<file path="src/hdl/ilst_pkg.sv">
`timescale 1ns / 1ps
// ----------------------------------------------------------------------------
// ilst_pkg
// Shared constants, codes and controller/datapath types for the indexed list.
// ----------------------------------------------------------------------------
package ilst_pkg;

    localparam int CAPACITY = 64;
    localparam int ADDR_W   = $clog2(CAPACITY);
    localparam int CNT_W    = 7;
    localparam int DATA_W   = 32;
    localparam int OP_W     = 2;
    localparam int STAT_W   = 2;

    localparam logic [OP_W-1:0] OP_INSERT = 2'd0;
    localparam logic [OP_W-1:0] OP_DELETE = 2'd1;
    localparam logic [OP_W-1:0] OP_CLEAR  = 2'd2;
    localparam logic [OP_W-1:0] OP_FIND   = 2'd3;

    localparam logic [STAT_W-1:0] ST_OK    = 2'd0;
    localparam logic [STAT_W-1:0] ST_RANGE = 2'd1;
    localparam logic [STAT_W-1:0] ST_FULL  = 2'd2;

    // read address select
    localparam logic [1:0] RD_PTR = 2'd0;
    localparam logic [1:0] RD_M1  = 2'd1;
    localparam logic [1:0] RD_P1  = 2'd2;

    typedef struct packed {
        logic       load;      // latch the accepted item
        logic       check;     // record status, set up pointer
        logic       rd_en;
        logic [1:0] rd_sel;
        logic       shift;     // write the read data back one slot over, next cycle
        logic       ptr_dec;
        logic       ptr_inc;
        logic       put;       // write the new value at the position
        logic       cnt_dec;
        logic       clr;
        logic       grab;      // capture removed entry from read data
        logic       hit;       // record find position
        logic       out_load;
    } ilst_cmd_t;

    typedef struct packed {
        logic [OP_W-1:0] op;
        logic            ok;
        logic            ptr_gt_pos;
        logic            del_more;
        logic            find_more;
        logic            match;
        logic            out_free;
    } ilst_stat_t;

endpackage

</file>
<file path="src/hdl/ilst_ram.sv">
`timescale 1ns / 1ps
// ----------------------------------------------------------------------------
// ilst_ram
// Generic simple dual-port RAM: one write port, one registered read port.
// ----------------------------------------------------------------------------
module ilst_ram #(
    parameter int WIDTH = 32,
    parameter int DEPTH = 64
) (
    input  logic                                     clk,
    input  logic                                     we,
    input  logic [((DEPTH > 1) ? $clog2(DEPTH) : 1)-1:0] waddr,
    input  logic [WIDTH-1:0]                         wdata,
    input  logic                                     re,
    input  logic [((DEPTH > 1) ? $clog2(DEPTH) : 1)-1:0] raddr,
    output logic [WIDTH-1:0]                         rdata
);

    logic [WIDTH-1:0] mem [DEPTH];

    always_ff @(posedge clk)
    begin
        if (we)
        begin
            mem[waddr] <= wdata;
        end
        if (re)
        begin
            rdata <= mem[raddr];
        end
    end

endmodule

</file>
<file path="src/hdl/ilst_dp.sv">
`timescale 1ns / 1ps
// ----------------------------------------------------------------------------
// ilst_dp
// List datapath: request registers, length, shift pointer, entry RAM and
// the result output register.
// ----------------------------------------------------------------------------
module ilst_dp
    import ilst_pkg::*;
(
    input  logic                     clk,
    input  logic                     rst_n,
    input  logic [OP_W-1:0]          operation,
    input  logic [CNT_W-1:0]         position,
    input  logic signed [DATA_W-1:0] value,
    input  logic [CNT_W-1:0]         search_limit,
    input  ilst_cmd_t                cmd,
    output ilst_stat_t               stat,
    output logic                     rsp_valid,
    input  logic                     rsp_ready,
    output logic [STAT_W-1:0]        status,
    output logic signed [DATA_W-1:0] removed_value,
    output logic signed [CNT_W-1:0]  found_position,
    output logic [CNT_W-1:0]         list_length
);

    logic [OP_W-1:0]   op_reg;
    logic [CNT_W-1:0]  pos_reg;
    logic [DATA_W-1:0] val_reg;
    logic [CNT_W-1:0]  lim_reg;
    logic [CNT_W-1:0]  count_reg, count_next;
    logic [CNT_W-1:0]  ptr_reg, ptr_next;
    logic              pend_reg;
    logic [ADDR_W-1:0] pend_addr_reg;
    logic [STAT_W-1:0] status_reg;
    logic [DATA_W-1:0] removed_reg;
    logic [CNT_W-1:0]  found_reg;
    logic              rsp_valid_reg, rsp_valid_next;
    logic [STAT_W-1:0] out_status_reg;
    logic [DATA_W-1:0] out_removed_reg;
    logic [CNT_W-1:0]  out_found_reg;
    logic [CNT_W-1:0]  out_length_reg;

    logic [STAT_W-1:0] status_calc;
    logic [CNT_W-1:0]  find_n;
    logic [CNT_W-1:0]  ptr_p1;
    logic [CNT_W-1:0]  ptr_m1;
    logic [CNT_W-1:0]  rd_ptr;
    logic              ram_we;
    logic [ADDR_W-1:0] ram_waddr;
    logic [DATA_W-1:0] ram_wdata;
    logic [DATA_W-1:0] ram_rdata;
    logic              out_free;

    assign ptr_p1 = ptr_reg + CNT_W'(1);
    assign ptr_m1 = ptr_reg - CNT_W'(1);
    assign find_n = (lim_reg < count_reg) ? lim_reg : count_reg;
    assign out_free = !rsp_valid_reg || rsp_ready;

    always_comb
    begin
        status_calc = ST_OK;
        case (op_reg)
            OP_INSERT:
            begin
                if (pos_reg > count_reg)
                begin
                    status_calc = ST_RANGE;
                end
                else if (count_reg >= CNT_W'(CAPACITY))
                begin
                    status_calc = ST_FULL;
                end
            end
            OP_DELETE:
            begin
                if (pos_reg >= count_reg)
                begin
                    status_calc = ST_RANGE;
                end
            end
            default:
            begin
                status_calc = ST_OK;
            end
        endcase
    end

    always_comb
    begin
        case (cmd.rd_sel)
            RD_M1:   rd_ptr = ptr_m1;
            RD_P1:   rd_ptr = ptr_p1;
            default: rd_ptr = ptr_reg;
        endcase
    end

    // a shift read lands in the next cycle and is written back from the read port
    assign ram_we    = pend_reg || cmd.put;
    assign ram_waddr = pend_reg ? pend_addr_reg : pos_reg[ADDR_W-1:0];
    assign ram_wdata = pend_reg ? ram_rdata : val_reg;

    ilst_ram #(
        .WIDTH (DATA_W),
        .DEPTH (CAPACITY)
    ) u_ram (
        .clk   (clk),
        .we    (ram_we),
        .waddr (ram_waddr),
        .wdata (ram_wdata),
        .re    (cmd.rd_en),
        .raddr (rd_ptr[ADDR_W-1:0]),
        .rdata (ram_rdata)
    );

    always_comb
    begin
        ptr_next = ptr_reg;
        if (cmd.check)
        begin
            case (op_reg)
                OP_INSERT: ptr_next = count_reg;
                OP_DELETE: ptr_next = pos_reg;
                default:   ptr_next = '0;
            endcase
        end
        else if (cmd.ptr_dec)
        begin
            ptr_next = ptr_m1;
        end
        else if (cmd.ptr_inc)
        begin
            ptr_next = ptr_p1;
        end
    end

    always_comb
    begin
        count_next = count_reg;
        if (cmd.clr)
        begin
            count_next = '0;
        end
        else if (cmd.put)
        begin
            count_next = count_reg + CNT_W'(1);
        end
        else if (cmd.cnt_dec)
        begin
            count_next = count_reg - CNT_W'(1);
        end
    end

    always_comb
    begin
        rsp_valid_next = rsp_valid_reg;
        if (cmd.out_load)
        begin
            rsp_valid_next = 1'b1;
        end
        else if (rsp_ready)
        begin
            rsp_valid_next = 1'b0;
        end
    end

    always_ff @(posedge clk or negedge rst_n)
    begin
        if (!rst_n)
        begin
            count_reg     <= '0;
            ptr_reg       <= '0;
            pend_reg      <= 1'b0;
            rsp_valid_reg <= 1'b0;
        end
        else
        begin
            count_reg     <= count_next;
            ptr_reg       <= ptr_next;
            pend_reg      <= cmd.shift;
            rsp_valid_reg <= rsp_valid_next;
        end
    end

    always_ff @(posedge clk)
    begin
        if (cmd.load)
        begin
            op_reg      <= operation;
            pos_reg     <= position;
            val_reg     <= $unsigned(value);
            lim_reg     <= search_limit;
            removed_reg <= '0;
            found_reg   <= '1;
        end
        if (cmd.check)
        begin
            status_reg <= status_calc;
        end
        if (cmd.shift)
        begin
            pend_addr_reg <= ptr_reg[ADDR_W-1:0];
        end
        if (cmd.grab)
        begin
            removed_reg <= ram_rdata;
        end
        if (cmd.hit)
        begin
            found_reg <= ptr_reg;
        end
        if (cmd.out_load)
        begin
            out_status_reg  <= status_reg;
            out_removed_reg <= removed_reg;
            out_found_reg   <= found_reg;
            out_length_reg  <= count_reg;
        end
    end

    assign stat.op         = op_reg;
    assign stat.ok         = (status_calc == ST_OK);
    assign stat.ptr_gt_pos = (ptr_reg > pos_reg);
    assign stat.del_more   = (ptr_p1 < count_reg);
    assign stat.find_more  = (ptr_reg < find_n);
    assign stat.match      = (ram_rdata == val_reg);
    assign stat.out_free   = out_free;

    assign rsp_valid      = rsp_valid_reg;
    assign status         = out_status_reg;
    assign removed_value  = $signed(out_removed_reg);
    assign found_position = $signed(out_found_reg);
    assign list_length    = out_length_reg;

`ifndef NO_ASSERTIONS
    a_wport_clash: assert property (@(posedge clk) disable iff (!rst_n)
        pend_reg |-> !cmd.put)
        else $error("shift write back collides with value write");

    a_count_cap: assert property (@(posedge clk) disable iff (!rst_n)
        count_reg <= CNT_W'(CAPACITY))
        else $error("list length beyond capacity");

    a_out_overrun: assert property (@(posedge clk) disable iff (!rst_n)
        cmd.out_load |-> out_free)
        else $error("result loaded over an untaken result");
`endif

endmodule

</file>
<file path="config.mk">
export PLATFORM = sky130hd
export DESIGN_NAME = ilst_dp
export DESIGN_NICKNAME = d
export VERILOG_FILES = /design/src/hdl/ilst_pkg.sv /design/src/hdl/ilst_ram.sv /design/src/hdl/ilst_dp.sv
export SDC_FILE = /design/constraint.sdc
export NUM_CORES = 2
export LEC_CHECK = 0
export BUFFER_PORTS_ARGS = -buffer_cell sky130_fd_sc_hd__buf_2
export CAP_MARGIN = 20
export CORE_MARGIN = 5
export CORE_UTILIZATION = 48
export CTS_BUF_LIST = sky130_fd_sc_hd__clkbuf_16
export DETAILED_ROUTE_END_ITERATION = 10
export GPL_TIMING_DRIVEN = 0
export PLACE_DENSITY = 0.69
export SLEW_MARGIN = 20
export SYNTH_ARGS = -nofsm -noshare
export SYNTH_HDL_FRONTEND = slang
export SYNTH_HIERARCHICAL = 1
export SYNTH_SLANG_ARGS = --single-unit
export TNS_END_PERCENT = 10
</file>
<file path="constraint.sdc">
create_clock -name clk -period 4.15 [get_ports clk]
set_input_delay 0.83 -clock clk [delete_from_list [all_inputs] [get_ports clk]]
set_output_delay 0.83 -clock clk [all_outputs]
set_load 0.02 [all_outputs]
</file>
==> summary.md <==
| Metric | Value |
|---|---|
| Internal power contribution | 41.4 mW |
| Violations in the final reports | setup timing |
| Fraction of power spent switching nets | 28.4% |
| Residual DRC | 0 |
| Area post-placement | 93500 um^2 |
| Worst slack on hold paths | 0.154 ns |
| Proportion of synthesized flip-flops having asynchronous set or reset | 0.715% |
| Flip-flop count of the largest register, all copies and words added | 2048 |
| Area of the core | 179000 um^2 |
| Buffer depth of the longest clock path | 3 |
| Total Neg Setup Slack | -1.75 ns |
| Via-per-instance ratio | between 6 and 7 |
| Clock Pin Slew Worst Setup and Hold Paths | ~0.060 ns |
| Growth of design area from synthesis to finish | 17.7% |
| Max_slew headroom | 27.1% |
| Y dimension of the die | between 400 and 500 um |
| Pre-Repair DR Iteration Count | 6 |
| Unique cell type count in the Yosys netlist | 60 |
| Final #Nets | 4503 |
| Syn_area_per_cell | between 20 and 25 um^2 |
| Status | finished, violations left |
| Peak clock frequency supported by timing | 219 MHz |
| Fillcell total | around 13000 |
| Startpoint types | flip-flop |
| Synth warn | 6 |
| Xor/xnor share of the synthesized area | 0.435% |
| Global route overflow | 0 |
| Post-route minimum period | 4.57 ns |
| Startpoint of the most critical hold path | value[2] |
| Worst setup timing slack at the placement stage | -1.83 ns |
| Endpoints failing hold | 0 |
| Register with the highest flop count | u_ram/mem |
| Horiz. Die Dim | 435 um |
| Clk sinks | between 2000 and 2500 |
| Count of mapped cells out of synthesis | 3895 |
| Area share of the largest cell type after synthesis | 77.2% |
| Worst IR Drop VDD | 0.476 mV |
| Largest net degree at the start of global routing | 65 |
| Sink of the worst hold path | val_reg[2]$_DFFE_PP_ |
| H-Tree Level Count | 4 |
| Post-synthesis cell type with the largest combined area | sky130_fd_sc_hd__edfxtp_1 |
| Iter 0 DRT Violations | 7022 |
| CTS Buf Count | around 210 |
| Via count of the first global-routing pass | 44462 |
| Clock root buffer | sky130_fd_sc_hd__clkbuf_16 |
| Multiplexer area fraction after synthesis | 15.8% |
| Min-Delay Path Class | primary input to flip-flop |
| Effective utilization at floorplan | 48.4% |
| Tightest Pin Transition | 1.09 ns |
| Setup repair after global routing missed its margin | true |
| Proportion of power drawn by the clock network | 32.9% |
| Ranking of synthesized cells by area | sky130_fd_sc_hd__edfxtp_1, sky130_fd_sc_hd__mux4_2, sky130_fd_sc_hd__mux2i_1 |
| Routed wire length | 255000 um |
| Vias | 45508 |
| Main synth FF type | sky130_fd_sc_hd__edfxtp_1 |
| Net load switching power | roughly 16 mW |
| Power density cells | 569 nW/um^2 |
| Share of synthesized area occupied by flip-flops and latches | 77.6% |
| Total Power Consumption | 57.9 mW |
| Sort of element at the end of the critical path | primary output |
| Clock insertion delay at the later pin of the skew report | 0.87 ns |
| CP Max Fanout | 5 |
| Initial antenna violation count | 12 |
| Post-synthesis adder-cell area fraction | less than 1% |
| Ratio of cells with drive above 1 in the final layout | 33.4% |
| Overall fraction of global-route tracks in use | 27.0% |
| Number of nets in the synthesized netlist | 4002 |
| Required @ worst endpoint | 3.32 ns |
| Routed length per instance | 36.8 um |
| Number of storage elements in the synthesis netlist | 2239 |
| EDFF count, synth | 2223 |
| Pins Over Slew Limit | 0 |
| Crit share post-route | 110% |
| Cell depth of the worst hold path | 1 |
| Final RePlAce weighted congestion | 0.865 |
| Count of standard-cell rows | 155 |
| FF-to-FF End | u_ram/rdata[29]$_DFFE_PP_ |
| Data arrival time at the worst-slack endpoint | 3.74 ns |
| Synth Area in Simple Gates | between 1.5 and 2% |
| Final Skew | 0.0521 ns |
| Leakage power figure | 32.3 nW |
| Setup slack of the most critical reg-to-reg path | -0.11 ns |
| Largest family of logic cells by synthesized area | multiplexers |
| Clock tree from TritonCTS | done |
| Number of placed I/O pins | 122 |
| Number of standard cells in the final layout excluding fillers | slightly below 7000 |
| Combinational fraction of design power | 19.9% |
| Worst r2r path cells | 11 |
| Max-cap violations | 0 |
| Critical path class | flip-flop to primary output |
| Post-route design area | 102000 um^2 |
| Final Setup Violations | 31 |
| Compound-gate portion of the synthesized area | 2.22% |
| PortBufs | 119 |
| HPWL Detailed | 163000 um |
| Final worst slack | -0.424 ns |
| Fraction of the core area covered by cells at the end of the flow | approximately 57% |
| Sequential power share | a little under half |
| Die area | 189000 um^2 |
| Number of placed cells counting well taps | 6499 |
| Reg2Reg Launch Point | ptr_reg[2]$_DFFE_PN0P_ |
| Final antenna-violating net count | 0 |
| Mapped Area | 86500 um^2 |
| Wire length of the first global-routing pass | between 300000 and 400000 um |
==> synthesized netlist by cell type (16+ instances only) <==
cell / n
sky130_fd_sc_hd__xor2_1: 34
sky130_fd_sc_hd__and2_1: 34
sky130_fd_sc_hd__nand2b_1: 17
sky130_fd_sc_hd__nor2_1: 154
sky130_fd_sc_hd__ha_1: 41
sky130_fd_sc_hd__o221ai_1: 29
sky130_fd_sc_hd__clkbuf_1: 88
sky130_fd_sc_hd__buf_2: 59
sky130_fd_sc_hd__dfrtp_1: 16
sky130_fd_sc_hd__edfxtp_1: 2223
sky130_fd_sc_hd__a21oi_1: 82
sky130_fd_sc_hd__mux2_2: 33
sky130_fd_sc_hd__nor2b_1: 21
sky130_fd_sc_hd__nand2_1: 51
sky130_fd_sc_hd__o21ai_0: 20
sky130_fd_sc_hd__o22ai_1: 91
sky130_fd_sc_hd__mux2i_1: 108
sky130_fd_sc_hd__mux4_2: 544
sky130_fd_sc_hd__nor3_1: 18
sky130_fd_sc_hd__buf_1: 24
sky130_fd_sc_hd__inv_1: 31
sky130_fd_sc_hd__buf_4: 27
==> cell type report <==
| type | count | area (um^2) | share of cell area, % |
|---|---|---|---|
| Sequential cell | 2239 | 67200 | 66.0 |
| Clock inverter | 171 | 1560 | 1.53 |
| Multi-Input combinational cell | 1422 | 19500 | 19.2 |
| Tap cell | 2355 | 2950 | 2.89 |
| Buffer | 192 | 1280 | 1.26 |
| Antenna cell | 5 | 12.5 | 0.0123 |
| Clock buffer | 209 | 5230 | 5.14 |
| Inverter | 31 | 116 | 0.114 |
| Timing Repair Buffer | 302 | 3990 | 3.92 |
==> layout by cell type, fill, tap and decap left out, types with 53 or more instances in the layout <==
master	netlist	final
sky130_fd_sc_hd__o22ai_1	91	69
sky130_fd_sc_hd__mux4_2	544	544
sky130_fd_sc_hd__nor2_4	0	62
sky130_fd_sc_hd__buf_2	59	150
sky130_fd_sc_hd__edfxtp_1	2223	2223
sky130_fd_sc_hd__a21oi_1	82	56
sky130_fd_sc_hd__buf_12	0	73
sky130_fd_sc_hd__buf_4	27	103
sky130_fd_sc_hd__nor2_1	154	86
sky130_fd_sc_hd__clkbuf_16	0	209
sky130_fd_sc_hd__buf_16	0	53
sky130_fd_sc_hd__inv_1	31	69
sky130_fd_sc_hd__mux2i_1	108	102
==> worst max-delay path, cell delays in order, from the launching register on <==
cell	delay, ns
sky130_fd_sc_hd__dfrtp_2	0.43
sky130_fd_sc_hd__inv_2	0.09
sky130_fd_sc_hd__ha_4	0.20
sky130_fd_sc_hd__a21o_1	0.16
sky130_fd_sc_hd__a211oi_2	0.26
sky130_fd_sc_hd__a21o_2	0.24
sky130_fd_sc_hd__mux2i_1	0.24
sky130_fd_sc_hd__ha_1	0.28
sky130_fd_sc_hd__a211oi_2	0.31
sky130_fd_sc_hd__o2111ai_2	0.18
sky130_fd_sc_hd__a211oi_2	0.19
sky130_fd_sc_hd__a211o_1	0.18
sky130_fd_sc_hd__buf_6	0.13
==> per-layer routing <==
metal  vias to the layer above  global-route usage, %  share of wire, %
met5                         -                      0             0.012
met4                         4                   13.9               6.3
met3                       701                   8.05                13
met2                      3450                   41.3                46
met1                     23910                   35.6                35
li1                      17443                      -                 -
==> worst max-delay path by stage <==
stage / startpoint / endpoint / slack [ns] / cells after the start
2_1_floorplan: pend_reg$_DFF_PN0_ / u_ram/mem[48][0]$_DFFE_PP_ / -0.02 / 7
3_3_place_gp: pend_reg$_DFF_PN0_ / u_ram/mem[48][24]$_DFFE_PP_ / -4.89 / 7
3_5_place_dp: cmd[9] / u_ram/rdata[19]$_DFFE_PP_ / -1.83 / 15
4_1_cts: lim_reg[2]$_DFFE_PP_ / stat[2] / -0.34 / 13
5_1_grt: lim_reg[4]$_DFFE_PP_ / stat[2] / -0.54 / 11
6_report: count_reg[4]$_DFFE_PN0P_ / stat[2] / -0.42 / 12
==> cells by family (layout without fill, tap and decap cells) <==
| logic type | count (synthesis) | after routing |
|---|---|---|
| adders and majority gates | 42 | 42 |
| other | 0 | 5 |
| DFF | 2239 | 2239 |
| xor gates and xnor gates | 43 | 43 |
| buffers and inverters | 234 | 905 |
| muxes | 685 | 685 |
| and+or+nand+nor | 357 | 357 |
| AOI/OAI and AO/OA | 295 | 295 |
==> timing repair <==
item / 4_1_cts / 5_1_grt
pin swaps: 23 / 24
endpoints found under the setup margin: 1678 / 189
hold endpoints to repair: 16 / 0
resized for setup: 238 / 93
buffers inserted: 42 / 13
hold buffers: 1 / 0
==> power groups by stage <==
stage	clock [mW]	sequential, mW	combinational, mW
floorplan	0	27.7	5.72
global placement	0	27.9	10.0
detailed placement	0	27.8	10.5
CTS	19.2	27.4	11.1
global route	20.2	27.4	11.9
finish	19.0	27.3	11.5
No activity file was read; power rests on OpenSTA's default activity.
