$ cat config.mk
export PLATFORM = sky130hd
export DESIGN_NAME = ilst_ctrl
export DESIGN_NICKNAME = d
export VERILOG_FILES = /design/src/hdl/ilst_pkg.sv /design/src/hdl/ilst_ctrl.sv
export SDC_FILE = /design/constraint.sdc
export NUM_CORES = 1
export LEC_CHECK = 0
export BUFFER_PORTS_ARGS = -buffer_cell sky130_fd_sc_hd__buf_2
export CAP_MARGIN = 20
export CORE_AREA = 2 2 39 41
export CTS_CLUSTER_DIAMETER = 30
export DETAILED_ROUTE_END_ITERATION = 10
export DIE_AREA = 0 0 41 43
export PLACE_DENSITY = 0.68
export SLEW_MARGIN = 20
export SYNTH_ARGS = -nofsm -noshare
export SYNTH_HDL_FRONTEND = slang
export SYNTH_SLANG_ARGS = --single-unit
$ cat constraint.sdc
create_clock -name clk -period 2.5 [get_ports clk]
set_input_delay 0.375 -clock clk [delete_from_list [all_inputs] [get_ports clk]]
set_output_delay 0.375 -clock clk [all_outputs]
set_load 0.005 [all_outputs]
$ cat src/hdl/ilst_pkg.sv
`timescale 1ns / 1ps
// ----------------------------------------------------------------------------
// ilst_pkg
// Shared constants, codes and controller/datapath types for the indexed list.
// ----------------------------------------------------------------------------
package ilst_pkg;

    localparam int CAPACITY = 64;
    localparam int ADDR_W   = $clog2(CAPACITY);
    localparam int CNT_W    = 7;
    localparam int DATA_W   = 32;
    localparam int OP_W     = 2;
    localparam int STAT_W   = 2;

    localparam logic [OP_W-1:0] OP_INSERT = 2'd0;
    localparam logic [OP_W-1:0] OP_DELETE = 2'd1;
    localparam logic [OP_W-1:0] OP_CLEAR  = 2'd2;
    localparam logic [OP_W-1:0] OP_FIND   = 2'd3;

    localparam logic [STAT_W-1:0] ST_OK    = 2'd0;
    localparam logic [STAT_W-1:0] ST_RANGE = 2'd1;
    localparam logic [STAT_W-1:0] ST_FULL  = 2'd2;

    // read address select
    localparam logic [1:0] RD_PTR = 2'd0;
    localparam logic [1:0] RD_M1  = 2'd1;
    localparam logic [1:0] RD_P1  = 2'd2;

    typedef struct packed {
        logic       load;      // latch the accepted item
        logic       check;     // record status, set up pointer
        logic       rd_en;
        logic [1:0] rd_sel;
        logic       shift;     // write the read data back one slot over, next cycle
        logic       ptr_dec;
        logic       ptr_inc;
        logic       put;       // write the new value at the position
        logic       cnt_dec;
        logic       clr;
        logic       grab;      // capture removed entry from read data
        logic       hit;       // record find position
        logic       out_load;
    } ilst_cmd_t;

    typedef struct packed {
        logic [OP_W-1:0] op;
        logic            ok;
        logic            ptr_gt_pos;
        logic            del_more;
        logic            find_more;
        logic            match;
        logic            out_free;
    } ilst_stat_t;

endpackage

$ cat src/hdl/ilst_ctrl.sv
`timescale 1ns / 1ps
// ----------------------------------------------------------------------------
// ilst_ctrl
// Request sequencer: checks the item, steps the shift or search loop one
// entry at a time and hands the result to the output register.
// ----------------------------------------------------------------------------
module ilst_ctrl
    import ilst_pkg::*;
(
    input  logic       clk,
    input  logic       rst_n,
    input  logic       req_valid,
    output logic       req_ready,
    input  ilst_stat_t stat,
    output ilst_cmd_t  cmd
);

    localparam logic [3:0] S_IDLE      = 4'd0;
    localparam logic [3:0] S_CHECK     = 4'd1;
    localparam logic [3:0] S_INS_SHIFT = 4'd2;
    localparam logic [3:0] S_INS_PUT   = 4'd3;
    localparam logic [3:0] S_DEL_FETCH = 4'd4;
    localparam logic [3:0] S_DEL_GRAB  = 4'd5;
    localparam logic [3:0] S_DEL_SHIFT = 4'd6;
    localparam logic [3:0] S_FIND_RD   = 4'd7;
    localparam logic [3:0] S_FIND_CMP  = 4'd8;
    localparam logic [3:0] S_FINISH    = 4'd9;

    logic [3:0] state_reg, state_next;

    assign req_ready = (state_reg == S_IDLE);

    always_comb
    begin
        state_next = state_reg;
        cmd        = '0;
        cmd.rd_sel = RD_PTR;
        case (state_reg)
            S_IDLE:
            begin
                if (req_valid)
                begin
                    cmd.load   = 1'b1;
                    state_next = S_CHECK;
                end
            end
            S_CHECK:
            begin
                cmd.check = 1'b1;
                if (!stat.ok)
                begin
                    state_next = S_FINISH;
                end
                else
                begin
                    case (stat.op)
                        OP_INSERT: state_next = S_INS_SHIFT;
                        OP_DELETE: state_next = S_DEL_FETCH;
                        OP_FIND:   state_next = S_FIND_RD;
                        default:
                        begin
                            cmd.clr    = 1'b1;
                            state_next = S_FINISH;
                        end
                    endcase
                end
            end
            S_INS_SHIFT:
            begin
                if (stat.ptr_gt_pos)
                begin
                    cmd.rd_en   = 1'b1;
                    cmd.rd_sel  = RD_M1;
                    cmd.shift   = 1'b1;
                    cmd.ptr_dec = 1'b1;
                end
                else
                begin
                    state_next = S_INS_PUT;
                end
            end
            S_INS_PUT:
            begin
                cmd.put    = 1'b1;
                state_next = S_FINISH;
            end
            S_DEL_FETCH:
            begin
                cmd.rd_en  = 1'b1;
                state_next = S_DEL_GRAB;
            end
            S_DEL_GRAB:
            begin
                cmd.grab   = 1'b1;
                state_next = S_DEL_SHIFT;
            end
            S_DEL_SHIFT:
            begin
                if (stat.del_more)
                begin
                    cmd.rd_en   = 1'b1;
                    cmd.rd_sel  = RD_P1;
                    cmd.shift   = 1'b1;
                    cmd.ptr_inc = 1'b1;
                end
                else
                begin
                    cmd.cnt_dec = 1'b1;
                    state_next  = S_FINISH;
                end
            end
            S_FIND_RD:
            begin
                if (stat.find_more)
                begin
                    cmd.rd_en  = 1'b1;
                    state_next = S_FIND_CMP;
                end
                else
                begin
                    state_next = S_FINISH;
                end
            end
            S_FIND_CMP:
            begin
                if (stat.match)
                begin
                    cmd.hit    = 1'b1;
                    state_next = S_FINISH;
                end
                else
                begin
                    cmd.ptr_inc = 1'b1;
                    state_next  = S_FIND_RD;
                end
            end
            S_FINISH:
            begin
                if (stat.out_free)
                begin
                    cmd.out_load = 1'b1;
                    state_next   = S_IDLE;
                end
            end
            default:
            begin
                state_next = S_IDLE;
            end
        endcase
    end

    always_ff @(posedge clk or negedge rst_n)
    begin
        if (!rst_n)
        begin
            state_reg <= S_IDLE;
        end
        else
        begin
            state_reg <= state_next;
        end
    end

`ifndef NO_ASSERTIONS
    a_accept_check: assert property (@(posedge clk) disable iff (!rst_n)
        (req_valid && req_ready) |=> (state_reg == S_CHECK))
        else $error("accepted item not checked next cycle");

    a_put_finish: assert property (@(posedge clk) disable iff (!rst_n)
        cmd.put |=> (state_reg == S_FINISH))
        else $error("insert did not complete after value write");

    a_load_idle: assert property (@(posedge clk) disable iff (!rst_n)
        cmd.load |-> (state_reg == S_IDLE) && req_valid)
        else $error("request latched outside idle");
`endif

endmodule

==> results of run 1 <==
[worst max-delay path, delay by kind of cell, from the launching register on]
family	cells	cell delay [ns]
buf+inv	2	0.21
flops	1	0.57
simple gates	2	0.63
[final cells by class]
type	instances	area [sq um]	share of cell area [%]
clock buffers	3	22.5	3.44
multi-input cells	57	365	55.8
inverters	3	11.3	1.72
repair buffers	26	135	20.7
well taps	16	20.0	3.06
flip-flops and latches	4	100	15.3
[power by group through the flow]
stage	clock (mW)	combinational, mW	sequential [mW]
2_1_floorplan	0	0.293	0.114
3_3_place_gp	0	0.327	0.176
3_5_place_dp	0	0.325	0.180
4_1_cts	0.0891	0.328	0.180
5_1_grt	0.0914	0.368	0.191
6_report	0.0854	0.324	0.182
[logic make-up (layout without fill, tap and decap cells)]
family | after synthesis | after routing
compound gates | 11 | 11
fa+ha+maj | 4 | 4
buf+inv | 7 | 32
flops | 4 | 4
mux | 3 | 3
simple gates | 39 | 39
[cell usage after synthesis]
library cell / instances / area, sq um
nor2_1: 11 / 41.3
and3_1: 5 / 31.3
nand2_1: 5 / 18.8
buf_2: 4 / 20.0
dfrtp_1: 4 / 100
ha_1: 4 / 50.1
nand2b_1: 4 / 25.0
nor2b_1: 4 / 25.0
a21oi_1: 3 / 15.0
inv_1: 3 / 11.3
nor3_1: 3 / 15.0
mux2i_1: 2 / 20.0
nor4b_1: 2 / 17.5
o22ai_1: 2 / 12.5
or3_1: 2 / 12.5
a211o_1: 1 / 8.76
a211oi_1: 1 / 7.51
a32oi_1: 1 / 8.76
and2_1: 1 / 6.26
mux2_1: 1 / 11.3
nor3_2: 1 / 10.0
nor4_1: 1 / 6.26
o211a_1: 1 / 10.0
o21ai_1: 1 / 5.00
o21bai_1: 1 / 7.51
[per-layer routing]
metal  routed length [um]  global-route usage, %  share of wire, %  up-vias
met4                   34                   14.0               2.7        0
met5                    0                      0                 0        -
met3                   72                   4.71               5.8        3
met1                  583                   20.5                47      245
met2                  557                   22.5                45       18
li1                     -                      -                 -      290
[final timing paths]
kind                                           from                  endpoint  slack (ns)  depth (start not counted)
hold / removal                              stat[0]  state_reg[0]$_DFFE_PN0P_        0.36                          2
setup / recovery           state_reg[1]$_DFFE_PN0P_                    cmd[8]        0.47                          4
min in group asynchronous                     rst_n  state_reg[1]$_DFFE_PN0P_        0.46                          2
max in group asynchronous                     rst_n  state_reg[3]$_DFFE_PN0P_        1.92                          2
setup reg to reg           state_reg[3]$_DFFE_PN0P_  state_reg[2]$_DFFE_PN0P_        0.95                          4
hold reg to reg            state_reg[1]$_DFFE_PN0P_  state_reg[2]$_DFFE_PN0P_        0.80                          2
[through the flow]
step | std cells | hold WS (ns) | total power, mW | area, sq um | setup slack [ns]
floorplan | 68 | 0.0794 | 0.407 | 497 | 1.01
global placement | 105 | 0.181 | 0.503 | 622 | 0.784
detailed placement | 105 | 0.183 | 0.505 | 622 | 0.758
CTS | 109 | 0.361 | 0.597 | 654 | 0.472
global route | 109 | 0.378 | 0.650 | 654 | 0.387
finish | 109 | 0.364 | 0.592 | 654 | 0.467
[what timing repair did]
action                     4_1_cts  5_1_grt
gates resized for setup          0        0
hold endpoints to repair         4        0
hold buffers                     1        0
setup endpoints to repair        0        0
==> reports/qor.csv, run 1 <==
stage,metric,value,unit
outcome,outcome,"complete, no violations",
yosys,synthesis.area,497,sq um
cells_and_area,insertedDiodeCount,0,
clocking,post_cts_buffers,0,
global_route,grt_pass1_vias,474,
yosys,syn-instance-count,68,
clocking,insertion_delay,0.25,ns
floorplan,core,1380,sq um
yosys,synth_xor_xnor_area_share,0,%
yosys,ys_seq_area_share,20.2,%
setup_path,critical_path_class,reg2out,
setup_path,critPathLaunchType,register,
setup_path,crit_path_end_kind,primary output,
clocking,cts_max_level,1,
clocking,cts_buffers,3,
power_and_ir_drop,netSwitchingFraction,47.6,%
sta,min_period,2.03,ns
sta,tightestPinTransition,0.468,ns
power_and_ir_drop,comb_power_share,54.8,%
drt,viasPerCell,5.10,
setup_path,crit_slowest_cell,dfrtp_1,
power_and_ir_drop,p_sw,0.282,mW
floorplan,dieHeight,43,um
clocking,clk_path_buf_depth,2,
global_route,grt_start_max_net_pins,16,
yosys,synth-warning-count,0,
power_and_ir_drop,leakage,0.388,nW
global_route,overflow,0,
cells_and_area,area.growth.synth_to_final,31.7,%
yosys,synth_simple_gate_area_share,42.1,%
cells_and_area,fin_util,47.3,%
floorplan,rows,14,
drt,drt_iter0_drc,7,
sta,grt_setup_unrepaired,false,
drt,routed_wl,1250,um
power_and_ir_drop,internal_power,0.310,mW
sta,tns,0,ns
drt,drc,0,
setup_path,worstPathMaxFanout,15,
floorplan,fp.dieW,41,um
cells_and_area,fillers,144,
sta,slew_headroom,68.8,%
sta,finalSetupViolCount,0,
yosys,synth_top_family_by_area,simple AND/OR/NAND/NOR gates,
floorplan,die_area,1760,sq um
clocking,clkSlewWorstSetupHoldPaths,0.04,ns
global_route,grt_pass1_wl,1900,um
yosys,synth_cell_types,25,
sta,drv_slew,0,
yosys,synth_compound_area_share,15.1,%
place,dp_hpwl,950,um
power_and_ir_drop,p_per_area,904,nW/um^2
drt,drt-wirelength-per-cell,11.4,um
floorplan,initial_core_util,35.9,%
global_route,antenna_found_initial,0,
yosys,synth.area.mux_share,6.30,%
drt,firstDrtPassIters,4,
cells_and_area,mostFrequentLayoutCells,"25 x buf_2, 11 x nor2_1, 5 x and3_1, 5 x nand2_1",
setup_path,max_stage_delay,0.57,ns
floorplan,boundaryPins,26,
yosys,synth_adder_area_share,10.1,%
global_route,grt_use_total,16.6,%
drt,num_vias,556,
clocking,cts_sinks,4,
setup_path,cp.arrival,1.66,ns
yosys,synth.avg_cell_area,7.30,sq um
yosys,syn_nets,83,
setup_path,required,2.12,ns
run,cap_violations,0,
clocking,root_buffer,clkbuf_4,
sta,max_freq,0.492,GHz
min_path,holdCritPathClass,in2reg,
sta,hold_viol_final,0,
cells_and_area,finalNetCount,110,
power_and_ir_drop,p_seq_share,30.8,%
cells_and_area,mostFrequentLayoutCell,buf_2,
sta,fin_crit_sh,81.3,%
clocking,cts_tree,done,
yosys,ys_ff_latch,4,
drt,ant_nets,0,
cells_and_area,final_layout_size_suffix_gt1_share,31.2,%
setup_path,cp_cell_sequence,nand2b_1 -> or3_1 -> inv_1 -> buf_2,
place,numPortBuffers,25,
place,gp_congestion,0.786,
power_and_ir_drop,clkPwrFrac,14.4,%
power_and_ir_drop,ir_worst_vdd,364,uV
sta,fin_skew,0.00632,ns
cells_and_area,largest_register_ffs,4,
Power figures use the tool's default switching activity.
==> run 2, diff against run 1 <==
--- a/config.mk
+++ b/config.mk
@@ -5,13 +5,14 @@
 export SDC_FILE = /design/constraint.sdc
 export NUM_CORES = 1
 export LEC_CHECK = 0
+export ABC_AREA = 1
 export BUFFER_PORTS_ARGS = -buffer_cell sky130_fd_sc_hd__buf_2
 export CAP_MARGIN = 20
 export CORE_AREA = 2 2 39 41
 export CTS_CLUSTER_DIAMETER = 30
 export DETAILED_ROUTE_END_ITERATION = 10
 export DIE_AREA = 0 0 41 43
-export PLACE_DENSITY = 0.68
+export PLACE_DENSITY = 0.7
 export SLEW_MARGIN = 20
 export SYNTH_ARGS = -nofsm -noshare
 export SYNTH_HDL_FRONTEND = slang
==> constraint.sdc (replaced) <==
create_clock -name clk -period 1.9 [get_ports clk]
set_input_delay 0.285 -clock clk [delete_from_list [all_inputs] [get_ports clk]]
set_output_delay 0.285 -clock clk [all_outputs]
set_load 0.005 [all_outputs]
==> reports/qor.csv, run 2 <==
stage,metric,value,unit,change
cells_and_area,mostFrequentLayoutCells,"25 x buf_2, 23 x nand2_1, 15 x inv_1",,"was 25 x buf_2, 11 x nor2_1, 5 x and3_1, 5 x nand2_1"
power_and_ir_drop,leakage,0.485,nW,was 0.388 nW
power_and_ir_drop,ir_worst_vdd,446,uV,was 364 uV
drt,ant_nets,0,,unchanged
setup_path,critPathLaunchType,register,,unchanged
sta,tightestPinTransition,0.265,ns,was 0.468 ns
cells_and_area,final_layout_size_suffix_gt1_share,37.4,%,was 31.2%
global_route,overflow,0,,unchanged
clocking,post_cts_buffers,0,,unchanged
cells_and_area,register_area,100,sq um,unchanged
min_path,holdCritPathClass,in2async,,was in2reg
sta,finalSetupViolCount,0,,unchanged
yosys,synth-warning-count,0,,unchanged
yosys,synth_ff_type,dfrtp_1,,unchanged
place,dp_cells,127,,was 105
drt,num_vias,651,,was 556
cells_and_area,stdcell_count,131,,was 109
clocking,root_buffer,clkbuf_4,,unchanged
yosys,synth_cell_types,17,,was 25
power_and_ir_drop,p_total,0.854,mW,was 0.592 mW
drt,drc,0,,unchanged
sta,min_period,1.76,ns,
place,numPortBuffers,25,,unchanged
sta,fin_crit_sh,92.4,%,
drt,drt_iter0_drc,18,,was 7
sta,hold_viol_final,0,,unchanged
cells_and_area,multiInputGateArea,350,sq um,was 365 sq um
floorplan,fp.dieW,41,um,unchanged
clocking,cts_max_level,1,,unchanged
clocking,cts_buffers,3,,unchanged
clocking,cts_sinks,4,,unchanged
sta,tns,0,ns,unchanged
clocking,cts_tree,done,,unchanged
power_and_ir_drop,p_per_area,1210,nW/um^2,was 904 nW/um^2
yosys,syn_nets,101,,was 83
yosys,yosysMostFrequentCell,nand2_1,,was nor2_1
cells_and_area,largest_register_ffs,4,,unchanged
sta,grt_setup_unrepaired,false,,unchanged
place,gp_congestion,0.851,,was 0.786
cells_and_area,insertedDiodeCount,0,,unchanged
yosys,syn-instance-count,86,,was 68
clocking,clk_path_buf_depth,2,,unchanged
drt,firstDrtPassIters,4,,unchanged
place,dp_hpwl,1190,um,was 950 um
yosys,synthArstFlopShare,100,%,unchanged
global_route,grt_pass1_vias,594,,was 474
global_route,grt_use_total,19.2,%,was 16.6%
yosys,synth_top_area_share,19.0,%,was 20.2%
setup_path,critical_path_class,reg2out,,unchanged
yosys,ys_ff_latch,4,,unchanged
global_route,grt_start_max_net_pins,8,,was 16
sta,max_freq,0.570,GHz,
yosys,yosysTopAreaCell,dfrtp_1,,unchanged
sta,slew_headroom,82.3,%,was 68.8%
run,cap_violations,0,,unchanged
floorplan,rows,14,,unchanged
floorplan,boundaryPins,26,,unchanged
place,dpl_cell_area,671,sq um,was 622 sq um
floorplan,initial_core_util,38.0,%,was 35.9%
setup_path,worstPathMaxFanout,6,,was 15
floorplan,core,1380,sq um,unchanged
yosys,synth_area_leaders,"dfrtp_1 19%, nand2_1 16%, inv_1 11%, ha_1 9.5%, nor2_1 6.4%",,"was dfrtp_1 20%, ha_1 10%, nor2_1 8.3%, and3_1 6.3%, nand2b_1 5.0%"
global_route,antenna_found_initial,0,,unchanged
yosys,ys_seq_area_share,19.0,%,was 20.2%
yosys,synth_edf_count,0,,unchanged
yosys,synth_commonest_cells,"23 x nand2_1, 15 x inv_1, 9 x nor2_1",,"was 11 x nor2_1, 5 x and3_1, 5 x nand2_1"
cells_and_area,mostFrequentLayoutCell,buf_2,,unchanged
yosys,synthesis.area,526,sq um,was 497 sq um
sta,drv_slew,0,,unchanged
cells_and_area,finalNetCount,132,,was 110
outcome,outcome,"complete, no violations",,unchanged
cells_and_area,fin_util,50.8,%,was 47.3%
setup_path,crit_path_end_kind,primary output,,unchanged
setup_path,cp.arrival,1.47,ns,was 1.66 ns
sta,fin_skew,0.00204,ns,was 0.00632 ns
cells_and_area,area.growth.synth_to_final,33.8,%,was 31.7%
drt,viasPerCell,4.97,,was 5.10
cells_and_area,fillers,153,,was 144
global_route,grt_pass1_wl,2290,um,was 1900 um
drt,drt-wirelength-per-cell,11.0,um,was 11.4 um
cells_and_area,design_area,703,sq um,was 654 sq um
clocking,insertion_delay,0.24,ns,was 0.25 ns
drt,routed_wl,1440,um,was 1250 um
floorplan,dieHeight,43,um,unchanged
floorplan,die_area,1760,sq um,unchanged
clocking,clkSlewWorstSetupHoldPaths,0.04,ns,about the same
setup_path,required,1.62,ns,was 2.12 ns
yosys,synth.avg_cell_area,6.11,sq um,was 7.30 sq um
[run 2: changes by cell type after synthesis, sizes merged, moves of 4 or more]
cell,previous run,this run
nand2,5,24
and3,5,0
buf,4,0
nor2,11,16
nand2b,4,0
inv,3,20
nor2b,4,0
nand3,0,7
[run 2: per-stage QoR]
step,worst slack [ns],hold slack (ns)
after global placement,0.421,0.0917
after global routing,0.0443,0.398
after CTS,0.149,0.385
after floorplan,0.602,-0.0106
after detailed placement,0.403,0.0938
final,0.145,0.382
[run 2: final timing paths]
kind / endpoint / depth (start not counted) / slack (ns) / startpoint
min: state_reg[3]$_DFFE_PN0P_ / 2 / 0.38 / rst_n
min reg2reg: state_reg[0]$_DFFE_PN0P_ / 2 / 0.73 / state_reg[3]$_DFFE_PN0P_
max: cmd[3] / 6 / 0.14 / state_reg[2]$_DFFE_PN0P_
max in group asynchronous: state_reg[0]$_DFFE_PN0P_ / 2 / 1.40 / rst_n
max reg2reg: state_reg[3]$_DFFE_PN0P_ / 8 / 0.50 / state_reg[2]$_DFFE_PN0P_
min in group clk: state_reg[3]$_DFFE_PN0P_ / 5 / 0.39 / stat[1]
[run 2: worst max-delay path, cell delays in order, from the launching register on]
cell and delay [ns]:
dfrtp_1 0.44, nor2_2 0.28, inv_2 0.12, nor2_4 0.14
nand2_1 0.06, nor2_1 0.08, buf_2 0.11
[run 2: logic make-up (layout without fill, tap and decap cells)]
family,after synthesis,in the layout,share of synthesized area (%)
compound gates,5,5,5.71
fa+ha+maj,4,4,9.52
buf+inv,20,49,14.3
flops,4,4,19.0
simple gates,53,53,51.4
[run 2: layout make-up]
| cell class | instances | share of cell area, % |
|---|---|---|
| Tap cell | 16 | 2.85 |
| Clock buffer | 3 | 3.20 |
| Inverter | 20 | 10.7 |
| Multi-Input combinational cell | 62 | 49.8 |
| Timing Repair Buffer | 26 | 19.2 |
| Sequential cell | 4 | 14.2 |
[run 2: metal layers]
| metal | part of all wire (%) | track usage [%] |
|---|---|---|
| met5 | 0 | 0 |
| met4 | 2.7 | 10.0 |
| met3 | 5.3 | 4.71 |
| met2 | 51 | 30.9 |
| met1 | 40 | 22.1 |
[run 2: power by group]
group | switching (mW) | internal, mW
Combinational | 0.356 | 0.202
Clock | 0.0395 | 0.0710
Sequential | 0.0625 | 0.123
[run 2: what timing repair did]
item,4_1_cts,5_1_grt
gates resized for setup,0,0
endpoints found under the hold margin,4,0
hold buffers,1,0
==> run 3, diff against run 2 <==
--- a/config.mk
+++ b/config.mk
@@ -5,14 +5,13 @@
 export SDC_FILE = /design/constraint.sdc
 export NUM_CORES = 1
 export LEC_CHECK = 0
-export ABC_AREA = 1
 export BUFFER_PORTS_ARGS = -buffer_cell sky130_fd_sc_hd__buf_2
 export CAP_MARGIN = 20
 export CORE_AREA = 2 2 39 41
 export CTS_CLUSTER_DIAMETER = 30
 export DETAILED_ROUTE_END_ITERATION = 10
 export DIE_AREA = 0 0 41 43
-export PLACE_DENSITY = 0.7
+export PLACE_DENSITY = 0.68
 export SLEW_MARGIN = 20
 export SYNTH_ARGS = -nofsm -noshare
 export SYNTH_HDL_FRONTEND = slang
==> reports/qor.csv, run 3 (synthesis gave the netlist of run 1 again) <==
stage,metric,value,unit,change
outcome,outcome,"complete, no violations",,unchanged
sta,drv_slew,0,,unchanged
setup_path,max_stage_delay,0.45,ns,was 0.44 ns
cells_and_area,mostFrequentLayoutCell,buf_2,,unchanged
run,cap_violations,0,,unchanged
cells_and_area,mostFrequentLayoutCells,"25 x buf_2, 11 x nor2_1, 5 x and3_1, 5 x nand2_1",,"was 25 x buf_2, 23 x nand2_1, 15 x inv_1"
setup_path,crit_buf_inv,2,,unchanged
sta,hold_viol_final,0,,unchanged
drt,drt_iter0_drc,14,,was 18
sta,finalSetupViolCount,0,,unchanged
setup_path,cp_cell_sequence,nand2b_1 -> or3_4 -> inv_1 -> buf_2,,was nor2_2 -> inv_2 -> nor2_4 -> nand2_1 -> nor2_1 -> buf_2
global_route,grt_use_total,15.9,%,was 19.2%
setup_path,critical_path.top_delay_family,simple AND/OR/NAND/NOR gates,,unchanged
sta,fin_skew,0.00148,ns,was 0.00204 ns
place,dpl_cell_area,629,sq um,was 671 sq um
clocking,root_buffer,clkbuf_4,,unchanged
place,gp_congestion,0.799,,was 0.851
floorplan,fp.dieW,41,um,unchanged
clocking,clk_path_buf_depth,2,,unchanged
sta,grt_setup_unrepaired,false,,unchanged
drt,viasPerCell,5.32,,was 4.97
cells_and_area,design_area,671,sq um,was 703 sq um
place,numPortBuffers,25,,unchanged
clocking,clkSlewWorstSetupHoldPaths,0.03,ns,was 0.04 ns
cells_and_area,finalNetCount,111,,was 132
floorplan,die_area,1760,sq um,unchanged
floorplan,dieHeight,43,um,unchanged
floorplan,initial_core_util,35.9,%,was 38.0%
floorplan,core,1380,sq um,unchanged
drt,num_vias,585,,was 651
clocking,post_cts_buffers,0,,unchanged
setup_path,crit_path_end_kind,primary output,,unchanged
clocking,cts_max_level,1,,unchanged
clocking,cts_tree,done,,unchanged
clocking,insertion_delay,0.23,ns,was 0.24 ns
setup_path,critical_path_class,reg2out,,unchanged
power_and_ir_drop,p_per_area,1180,nW/um^2,was 1210 nW/um^2
drt,routed_wl,1260,um,was 1440 um
global_route,grt_pass1_vias,468,,was 594
clocking,cts_sinks,4,,unchanged
sta,tns,0,ns,unchanged
global_route,grt_pass1_wl,1930,um,was 2290 um
drt,firstDrtPassIters,4,,unchanged
drt,drc,0,,unchanged
global_route,grt_start_max_net_pins,16,,was 8
cells_and_area,final_layout_size_suffix_gt1_share,36.2,%,was 37.4%
setup_path,worstPathMaxFanout,11,,was 6
cells_and_area,area.growth.synth_to_final,35.0,%,was 33.8%
sta,slew_headroom,78.3,%,was 82.3%
drt,drt-wirelength-per-cell,11.4,um,was 11.0 um
setup_path,cp.arrival,1.52,ns,was 1.47 ns
sta,tightestPinTransition,0.323,ns,was 0.265 ns
power_and_ir_drop,ir_worst_vdd,563,uV,was 446 uV
cells_and_area,largest_register_ffs,4,,unchanged
drt,ant_nets,0,,unchanged
global_route,overflow,0,,unchanged
sta,max_freq,0.555,GHz,was 0.570 GHz
floorplan,boundaryPins,26,,unchanged
setup_path,critPathLaunchType,register,,unchanged
power_and_ir_drop,leakage,0.391,nW,was 0.485 nW
setup_path,crit_slowest_cell,dfrtp_2,,was dfrtp_1
global_route,antenna_found_initial,0,,unchanged
clocking,cts_buffers,3,,unchanged
place,dp_hpwl,978,um,was 1190 um
floorplan,rows,14,,unchanged
cells_and_area,fin_util,48.5,%,was 50.8%
min_path,holdCritPathClass,in2reg,,was in2async
sta,min_period,1.80,ns,was 1.76 ns
sta,fin_crit_sh,94.9,%,was 92.4%
setup_path,required,1.62,ns,about the same
cells_and_area,insertedDiodeCount,0,,unchanged
-- run 3: cell types whose count changed in the layout (fill, tap and decap cells not counted), sizes merged, moves of 3 or more --
cell / change
nand2b: +4
and3: +5
inv: -17
nor2b: +4
nand2: -19
nor2: -5
nand4: -3
nand3: -7
-- run 3: worst paths after layout --
path / start / to / slack [ns] / depth (start not counted)
hold / removal: stat[0] / state_reg[0]$_DFFE_PN0P_ / 0.28 / 2
max in group asynchronous: rst_n / state_reg[3]$_DFFE_PN0P_ / 1.38 / 2
min in group asynchronous: rst_n / state_reg[2]$_DFFE_PN0P_ / 0.39 / 2
setup / recovery: state_reg[0]$_DFFE_PN0P_ / cmd[8] / 0.1 / 4
hold reg to reg: state_reg[1]$_DFFE_PN0P_ / state_reg[2]$_DFFE_PN0P_ / 0.69 / 2
setup reg to reg: state_reg[1]$_DFFE_PN0P_ / state_reg[1]$_DFFE_PN0P_ / 0.45 / 4
-- run 3: what timing repair did --
action                                  in CTS  in global routing
gates resized for setup                      0                  4
endpoints found under the setup margin       0                  4
endpoints found under the hold margin        4                  0
hold buffers                                 1                  0
-- run 3: metal layers --
metal | vias to the layer above | wire (um) | share of wire (%) | track usage [%]
li1 | 294 | - | - | -
met1 | 261 | 545 | 43 | 21.2
met2 | 28 | 609 | 48 | 23.1
met3 | 2 | 90 | 7.2 | 1.57
met4 | 0 | 13 | 1.0 | 10.7
met5 | - | 0 | 0 | 0
-- run 3: worst reg2reg max path: cells and delay by family (launching register included) --
| family | cells | cell delay [ns] |
|---|---|---|
| DFF | 1 | 0.43 |
| muxes | 1 | 0.31 |
| AOI/OAI and AO/OA | 1 | 0.30 |
| buffers and inverters | 1 | 0.20 |
| and+or+nand+nor | 1 | 0.08 |
-- run 3: power breakdown --
group          total, mW  internal, mW  switching [mW]  leakage (nW)
logic              0.462         0.228           0.234         0.331
registers          0.229         0.128           0.101        0.0467
clock network     0.0995        0.0703          0.0293        0.0138
total              0.791         0.426           0.364         0.391
-- run 3: final cells by class --
class | count | area, sq um
fill | 144 | 713
multi-input combinational | 57 | 370
timing repair buffer | 27 | 143
sequential | 4 | 104
clock buffer | 3 | 22.5
tap | 16 | 20.0
inverter | 3 | 11.3
-- run 3: stage by stage --
stage | setup slack (ns) | std cells | power [mW] | hold WS, ns
2_1_floorplan | 0.496 | 68 | 0.535 | -0.0106
3_3_place_gp | 0.314 | 106 | 0.674 | 0.0921
3_5_place_dp | 0.276 | 106 | 0.673 | 0.0929
4_1_cts | 0.0278 | 110 | 0.785 | 0.279
5_1_grt | 0.0282 | 110 | 0.872 | 0.291
6_report | 0.0977 | 110 | 0.791 | 0.282
